===== src/hdl/cal_pkg.sv =====
package cal_pkg;

    localparam logic [13:0] FloorYear = 14'd1753;
    localparam logic [3:0]  MonthJan  = 4'd1;
    localparam logic [3:0]  MonthFeb  = 4'd2;
    localparam logic [3:0]  MonthMar  = 4'd3;
    localparam logic [3:0]  MonthDec  = 4'd12;
    localparam logic [4:0]  DayFirst  = 5'd1;
    localparam logic [4:0]  DayLast   = 5'd31;

    // inverse of 25 modulo 2^14 and the largest image of a multiple of 25
    localparam logic [13:0] Inv25     = 14'd7209;
    localparam logic [13:0] Div25Max  = 14'd655;

    typedef enum logic [1:0] {
        OP_INC  = 2'd0,
        OP_DEC  = 2'd1,
        OP_LOAD = 2'd2,
        OP_NOP  = 2'd3
    } opcode_t;

    typedef enum logic [1:0] {
        ST_OK       = 2'd0,
        ST_FLOOR    = 2'd1,
        ST_BAD_LOAD = 2'd2,
        ST_CEILING  = 2'd3
    } status_t;

    typedef struct packed {
        logic [13:0] year;
        logic [3:0]  month;
        logic [4:0]  day;
    } date_t;

    typedef struct packed {
        opcode_t opcode;
        date_t   load;
        logic    load_leap;
    } cmd_t;

    function automatic logic is_leap(input logic [13:0] y);
        logic [13:0] img;
        logic        div25;
        img   = y * Inv25;
        div25 = (img <= Div25Max);
        return (y[1:0] == 2'b00) && (!div25 || (y[3:0] == 4'b0000));
    endfunction

    function automatic logic [4:0] month_len(input logic [3:0] month, input logic leap);
        logic [4:0] len;
        case (month) inside
            MonthFeb: begin
                len = leap ? 5'd29 : 5'd28;
            end
            4'd4, 4'd6, 4'd9, 4'd11: begin
                len = 5'd30;
            end
            default: begin
                len = 5'd31;
            end
        endcase
        return len;
    endfunction

    function automatic logic [2:0] sak_offset(input logic [3:0] month);
        logic [2:0] off;
        case (month)
            4'd1:    off = 3'd0;
            4'd2:    off = 3'd3;
            4'd3:    off = 3'd2;
            4'd4:    off = 3'd5;
            4'd5:    off = 3'd0;
            4'd6:    off = 3'd3;
            4'd7:    off = 3'd5;
            4'd8:    off = 3'd1;
            4'd9:    off = 3'd4;
            4'd10:   off = 3'd6;
            4'd11:   off = 3'd2;
            4'd12:   off = 3'd4;
            default: off = 3'd0;
        endcase
        return off;
    endfunction

endpackage


===== src/hdl/cal_date_step.sv =====
module cal_date_step #(
    parameter int MAX_YEAR = 9999
) (
    input  cal_pkg::date_t   cur,
    input  cal_pkg::cmd_t    cmd,
    output cal_pkg::date_t   nxt,
    output cal_pkg::status_t status
);
    import cal_pkg::*;

    localparam logic [13:0] MaxYear = 14'(MAX_YEAR);

    logic       leap_cur;
    logic [4:0] len_cur;
    logic [4:0] len_prev;
    logic       load_ok;

    assign leap_cur = is_leap(cur.year);
    assign len_cur  = month_len(cur.month, leap_cur);
    assign len_prev = month_len(cur.month - 4'd1, leap_cur);

    assign load_ok = (cmd.load.year >= FloorYear) && (cmd.load.year <= MaxYear)
                  && (cmd.load.month >= MonthJan) && (cmd.load.month <= MonthDec)
                  && (cmd.load.day >= DayFirst)
                  && (cmd.load.day <= month_len(cmd.load.month, cmd.load_leap));

    always_comb begin
        nxt    = cur;
        status = ST_OK;
        case (cmd.opcode)
            OP_INC: begin
                if (cur.year >= MaxYear && cur.month == MonthDec && cur.day == DayLast) begin
                    status = ST_CEILING;
                end else if (cur.day < len_cur) begin
                    nxt.day = cur.day + 5'd1;
                end else if (cur.month < MonthDec) begin
                    nxt.month = cur.month + 4'd1;
                    nxt.day   = DayFirst;
                end else begin
                    nxt.year  = cur.year + 14'd1;
                    nxt.month = MonthJan;
                    nxt.day   = DayFirst;
                end
            end
            OP_DEC: begin
                if (cur.year <= FloorYear && cur.month == MonthJan && cur.day == DayFirst) begin
                    status = ST_FLOOR;
                end else if (cur.day > DayFirst) begin
                    nxt.day = cur.day - 5'd1;
                end else if (cur.month > MonthJan) begin
                    nxt.month = cur.month - 4'd1;
                    nxt.day   = len_prev;
                end else begin
                    nxt.year  = cur.year - 14'd1;
                    nxt.month = MonthDec;
                    nxt.day   = DayLast;
                end
            end
            OP_LOAD: begin
                if (load_ok) begin
                    nxt = cmd.load;
                end else begin
                    status = ST_BAD_LOAD;
                end
            end
            default: begin
                nxt    = cur;
                status = ST_OK;
            end
        endcase
    end

endmodule


===== src/hdl/cal_weekday.sv =====
module cal_weekday (
    input  logic             aclk,
    input  logic             aresetn,
    input  logic             in_valid,
    output logic             in_ready,
    input  cal_pkg::date_t   in_date,
    input  cal_pkg::status_t in_status,
    output logic             m_tvalid,
    input  logic             m_tready,
    output logic [31:0]      m_tdata,  // date_year, date_month, date_day, weekday
    output logic [1:0]       m_tuser   // status
);
    import cal_pkg::*;

    localparam logic [12:0] Recip100 = 13'd5243;
    localparam logic [13:0] Recip7   = 14'd9362;

    // first stage: year split for sakamoto terms
    logic [13:0] yy;
    logic [26:0] prod100;

    logic        vb_reg, vb_next;
    logic [13:0] yy_reg;
    logic [7:0]  q100_reg;
    logic [5:0]  td_reg;
    date_t       date_b_reg;
    status_t     status_b_reg;

    // second stage: sum modulo 7
    logic [14:0] sum;
    logic [28:0] prod7;
    logic [12:0] q7;
    logic [14:0] rem;
    logic [2:0]  wday;

    logic        vc_reg, vc_next;
    logic [31:0] data_reg;
    status_t     status_c_reg;
    logic        rdy_c;

    assign rdy_c    = !vc_reg || m_tready;
    assign in_ready = !vb_reg || rdy_c;

    assign yy      = (in_date.month < MonthMar) ? in_date.year - 14'd1 : in_date.year;
    assign prod100 = 27'(yy) * 27'(Recip100);

    assign sum   = 15'(yy_reg) + 15'(yy_reg[13:2]) - 15'(q100_reg) + 15'(q100_reg[7:2])
                 + 15'(td_reg);
    assign prod7 = 29'(sum) * 29'(Recip7);
    assign q7    = prod7[28:16];
    assign rem   = sum - (15'({q7, 3'b000}) - 15'(q7));
    assign wday  = (rem[3:0] >= 4'd7) ? 3'(rem[3:0] - 4'd7) : rem[2:0];

    assign vb_next = in_ready ? in_valid : vb_reg;
    assign vc_next = rdy_c ? vb_reg : vc_reg;

    always_ff @(posedge aclk) begin
        if (!aresetn) begin
            vb_reg <= 1'b0;
            vc_reg <= 1'b0;
        end else begin
            vb_reg <= vb_next;
            vc_reg <= vc_next;
        end
    end

    always_ff @(posedge aclk) begin
        if (in_ready && in_valid) begin
            yy_reg       <= yy;
            q100_reg     <= prod100[26:19];
            td_reg       <= 6'(sak_offset(in_date.month)) + 6'(in_date.day);
            date_b_reg   <= in_date;
            status_b_reg <= in_status;
        end
        if (rdy_c && vb_reg) begin
            data_reg     <= {6'b000000, wday, date_b_reg.day, date_b_reg.month,
                             date_b_reg.year};
            status_c_reg <= status_b_reg;
        end
    end

    assign m_tvalid = vc_reg;
    assign m_tdata  = data_reg;
    assign m_tuser  = status_c_reg;

endmodule


===== src/hdl/calendar_date_counter.sv =====
// throughput: one command per cycle unless m_tready stalls the output, limited
// by the single-cycle date update loop
// stages: command register, date state register, sakamoto split, weekday result
// reset: synchronous active-low aresetn sets the date to 1753-01-01 and empties
// every stage; no result is pending after reset
module calendar_date_counter #(
    parameter int MAX_YEAR = 9999
) (
    input  logic        aclk,
    input  logic        aresetn,
    input  logic        s_tvalid,
    output logic        s_tready,
    input  logic [23:0] s_tdata,   // load_year, load_month, load_day
    input  logic [1:0]  s_tuser,   // opcode
    output logic        m_tvalid,
    input  logic        m_tready,
    output logic [31:0] m_tdata,   // date_year, date_month, date_day, weekday
    output logic [1:0]  m_tuser    // status
);
    import cal_pkg::*;

    localparam logic [13:0] MaxYear = 14'(MAX_YEAR);

    logic    v0_reg, v0_next;
    cmd_t    cmd_reg;
    cmd_t    cmd_in;

    logic    v1_reg, v1_next;
    date_t   date_reg, date_next;
    status_t status_reg;
    status_t status_next;

    logic    rdy1;
    logic    wd_ready;
    logic    step;

    assign cmd_in.opcode     = opcode_t'(s_tuser);
    assign cmd_in.load.year  = s_tdata[13:0];
    assign cmd_in.load.month = s_tdata[17:14];
    assign cmd_in.load.day   = s_tdata[22:18];
    assign cmd_in.load_leap  = is_leap(s_tdata[13:0]);

    assign rdy1     = !v1_reg || wd_ready;
    assign s_tready = !v0_reg || rdy1;
    assign step     = v0_reg && rdy1;

    assign v0_next = s_tready ? s_tvalid : v0_reg;
    assign v1_next = rdy1 ? v0_reg : v1_reg;

    cal_date_step #(
        .MAX_YEAR (MAX_YEAR)
    ) u_step (
        .cur    (date_reg),
        .cmd    (cmd_reg),
        .nxt    (date_next),
        .status (status_next)
    );

    always_ff @(posedge aclk) begin
        if (!aresetn) begin
            v0_reg         <= 1'b0;
            v1_reg         <= 1'b0;
            date_reg.year  <= FloorYear;
            date_reg.month <= MonthJan;
            date_reg.day   <= DayFirst;
        end else begin
            v0_reg <= v0_next;
            v1_reg <= v1_next;
            if (step) begin
                date_reg <= date_next;
            end
        end
    end

    always_ff @(posedge aclk) begin
        if (s_tvalid && s_tready) begin
            cmd_reg <= cmd_in;
        end
        if (step) begin
            status_reg <= status_next;
        end
    end

    cal_weekday u_weekday (
        .aclk      (aclk),
        .aresetn   (aresetn),
        .in_valid  (v1_reg),
        .in_ready  (wd_ready),
        .in_date   (date_reg),
        .in_status (status_reg),
        .m_tvalid  (m_tvalid),
        .m_tready  (m_tready),
        .m_tdata   (m_tdata),
        .m_tuser   (m_tuser)
    );

    a_date_in_range: assert property (@(posedge aclk) disable iff (!aresetn)
        (date_reg.month >= MonthJan) && (date_reg.month <= MonthDec)
        && (date_reg.day >= DayFirst) && (date_reg.year >= FloorYear)
        && (date_reg.year <= MaxYear))
        else $error("date state out of range");

    a_date_hold: assert property (@(posedge aclk) disable iff (!aresetn)
        !step |=> $stable(date_reg))
        else $error("date changed without a command");

    a_floor_refusal: assert property (@(posedge aclk) disable iff (!aresetn)
        (v1_reg && status_reg == ST_FLOOR) |-> (date_reg.year == FloorYear
        && date_reg.month == MonthJan && date_reg.day == DayFirst))
        else $error("floor refusal away from floor date");

    a_ceiling_refusal: assert property (@(posedge aclk) disable iff (!aresetn)
        (v1_reg && status_reg == ST_CEILING) |-> (date_reg.year == MaxYear
        && date_reg.month == MonthDec && date_reg.day == DayLast))
        else $error("ceiling refusal away from ceiling date");

    a_weekday_range: assert property (@(posedge aclk) disable iff (!aresetn)
        m_tvalid |-> (m_tdata[25:23] <= 3'd6))
        else $error("weekday out of range");

endmodule


===== config.mk =====
export PLATFORM = sky130hd
export DESIGN_NAME = calendar_date_counter
export DESIGN_NICKNAME = d
export VERILOG_FILES = /design/src/hdl/cal_pkg.sv /design/src/hdl/cal_date_step.sv /design/src/hdl/cal_weekday.sv /design/src/hdl/calendar_date_counter.sv
export SDC_FILE = /design/constraint.sdc
export NUM_CORES = 1
export LEC_CHECK = 0
export ABC_AREA = 1
export BUFFER_PORTS_ARGS = -buffer_cell sky130_fd_sc_hd__buf_4
export CAP_MARGIN = 5
export CELL_PAD_IN_SITES_DETAIL_PLACEMENT = 0
export CELL_PAD_IN_SITES_GLOBAL_PLACEMENT = 1
export CORE_MARGIN = 4
export CORE_UTILIZATION = 40
export CTS_BUF_LIST = sky130_fd_sc_hd__clkbuf_2
export DETAILED_ROUTE_END_ITERATION = 8
export PLACE_DENSITY_LB_ADDON = 0.1
export SLEW_MARGIN = 15
export SYNTH_ARGS = -nofsm -noshare
export SYNTH_HDL_FRONTEND = slang
export SYNTH_SLANG_ARGS = --single-unit

===== constraint.sdc =====
create_clock -name aclk -period 7.4 [get_ports aclk]
set_clock_uncertainty 0.1 [all_clocks]
set_input_delay 0.37 -clock aclk [delete_from_list [all_inputs] [get_ports aclk]]
set_output_delay 0.37 -clock aclk [all_outputs]
set_load 0.03 [all_outputs]

==> impl_metrics.yaml <==
floorplanning:
  dieArea_um2: 41500
  fp.dieW_um: 204
  num_rows: 71
  coreArea_um2: 37800
  io_pins: 66
  fp.dieH_um: 204
  start_util: 0.406
hold_path:
  holdCritStartpoint: "s_tdata[12]"
  hp-class: "in2reg"
timing:
  min_period_ns: 8.03
  hold_viol_final: 0
  hold_slack_ns: 0.182
  rsz0062_at_grt: "true"
  finalCritPeriodShare: 1.09
  relSlewSlack: 0.297
  setup_violations: 3
  max_clock_freq_ghz: 0.125
  timing.final.ws_setup_ns: -0.630
  worst-slew-pin-transition_ns: 1.05
  drv_slew: 0
synth:
  yosys-top-cells-area: "ha_1 23%, edfxtp_1 21%, fa_1 17%, inv_1 10%, nand2_1 5.0%"
  ys_warn_count: 0
  synthArstFlopShare: 0
  ys.flop_type: "edfxtp_1"
  synth-edff-count: 109
  ys_seq_elements: 139
  yosysTopAreaCell: "ha_1"
  syn_area_per_cell_um2: 9.13
  yosysUniqueCellTypes: 57
  yosysSeqAreaShare: 0.253
  synth_cells: 1677
  netlist_area_um2: 15300
  synth_top_area_share: 0.233
critical_path:
  critPathRequiredTime_ns: 7.87
  worst_path_most_repeated_cell: "fa_1"
  critPathKind: "reg2reg"
  r2r_start: "u_weekday.td_reg[1]$_DFFE_PP_"
  rrSetupSlack_ns: -0.63
  cp_max_fo: 3
  worstSetupEndpoint: "u_weekday.m_tdata[24]$_DFFE_PP_"
  crit_start: "u_weekday.td_reg[1]$_DFFE_PP_"
  slowest_stage: "fa_1"
  cp_data_arrival_time_ns: 8.50
  cp-end-kind: "flop"
  r2r_end: "u_weekday.m_tdata[24]$_DFFE_PP_"
  max_stage_delay_ns: 0.52
  r2r_cells: 42
  start_kind: "flop"
detailed_routing:
  drt_wl_total_um: 35500
  vias_per_cell: 4.68
  vias: 11155
  drc: 0
  drt.antenna.violating_nets: 0
  first_iter_violations: 459
  drtPass1Iterations: 5
  post_drt_wl_per_cell_um: 14.9
cts:
  cts.sinks: 139
  clk_path_buf_depth: 2
  clkTransAtPathRegs_ns: 0.26
  root_buffer: "clkbuf_2"
  cts_tree: "built"
  cts_buffers: 17
  cts_max_level: 4
  clk_latency_ns: 0.80
place:
  portBuffers: 58
  place_inst: 2313
  gp_congestion: 0.835
  dp_slack_ns: -0.763
  dp_hpwl_um: 29700
cells_and_area:
  instances_no_fill: 2384
  final_cell_mix: "408 x inv_1, 273 x ha_1, 197 x nand2_1"
  drive_gt1_frac: 0.138
  final_util: 0.471
  layout_commonest_cell: "inv_1"
  layout.nets: 2303
  syn_to_final_growth_pct: 16.3
global_route:
  grt_use_total: 0.180
  grt_pass1_vias: 11504
  grt_max_degree: 54
  grt_pass1_wl_um: 59100
  overflow: 0
  grt_antenna_before_repair: 1
status:
  status: "finished, violations left"
  violations: "setup timing"
job:
  cap_violations: 0
[per-stage QoR]
stage | TNS [ns] | cell area [um^2]
floorplan | -1.22 | 15400
global placement | -1.81 | 17000
global route | -3.35 | 17800
CTS | -2.18 | 17700
detailed placement | -2.26 | 17000
finish | -1.88 | 17800
[worst max-delay path: cells and delay by family, from the launching register on]
family	cells	cell delay [ns]
adders and majority gates	12	4.23
AOI/OAI and AO/OA	8	1.16
buffers and inverters	10	0.77
xor gates and xnor gates	4	0.57
and+or+nand+nor	8	0.54
DFF	1	0.40
[worst min path at each step]
stage          slack [ns]  depth (start not counted)                         endpoint
5_1_grt              0.09                          2             cmd_reg[5]$_DFFE_PP_
3_3_place_gp         0.30                          0  u_weekday.m_tdata[22]$_DFFE_PP_
6_report             0.18                          2            cmd_reg[22]$_DFFE_PP_
3_5_place_dp         0.31                          0  u_weekday.m_tdata[14]$_DFFE_PP_
4_1_cts              0.04                          2            cmd_reg[22]$_DFFE_PP_
2_1_floorplan        0.30                          0   u_weekday.m_tdata[0]$_DFFE_PP_
[metal layers]
layer  track usage  share of wire  vias to the layer above
met2         0.310           0.49                      130
li1              -              -                     5747
met5             0              0                        -
met4        0.0450          0.016                        0
met3        0.0197          0.022                       23
met1         0.242           0.47                     5255
[cells in the mapped netlist, drive strengths merged (5+ instances only)]
cell / n
fa: 128
xnor2: 24
edfxtp: 109
nor3: 17
o211ai: 5
nand4: 15
nand3: 67
nor2: 87
or2: 6
clkbuf: 10
buf: 16
a21oi: 91
inv: 418
a31oi: 8
ha: 285
dfxtp: 30
xor2: 43
nand2: 208
o21ai: 66
[kinds of logic after synthesis]
family          Yosys count  synth area share
simple gates            410             0.120
fa+ha+maj               413             0.400
buf+inv                 444             0.113
flops                   139             0.253
xor+xnor                 67            0.0383
other cells               1          0.000245
compound gates          203            0.0750
[layout make-up]
| cell class | instances | area [um^2] |
|---|---|---|
| flip-flops and latches | 139 | 3870 |
| clock buffers | 17 | 85.1 |
| diodes | 1 | 2.50 |
| fillers | 3709 | 20000 |
| repair buffers | 185 | 1460 |
| multi-input cells | 1099 | 9990 |
| well taps | 511 | 639 |
| inverters | 418 | 1570 |
| clock inverters | 14 | 183 |
[repair_timing]
action,in CTS,in global routing
hold buffers,28,0
hold endpoints to repair,75,0
setup buffers,11,1
endpoints found under the setup margin,3,3
gates resized for setup,22,13
pin swaps,38,28
Power is not shown: default switching activity piles up to over one toggle a cycle in this logic, so the estimate is an artifact.
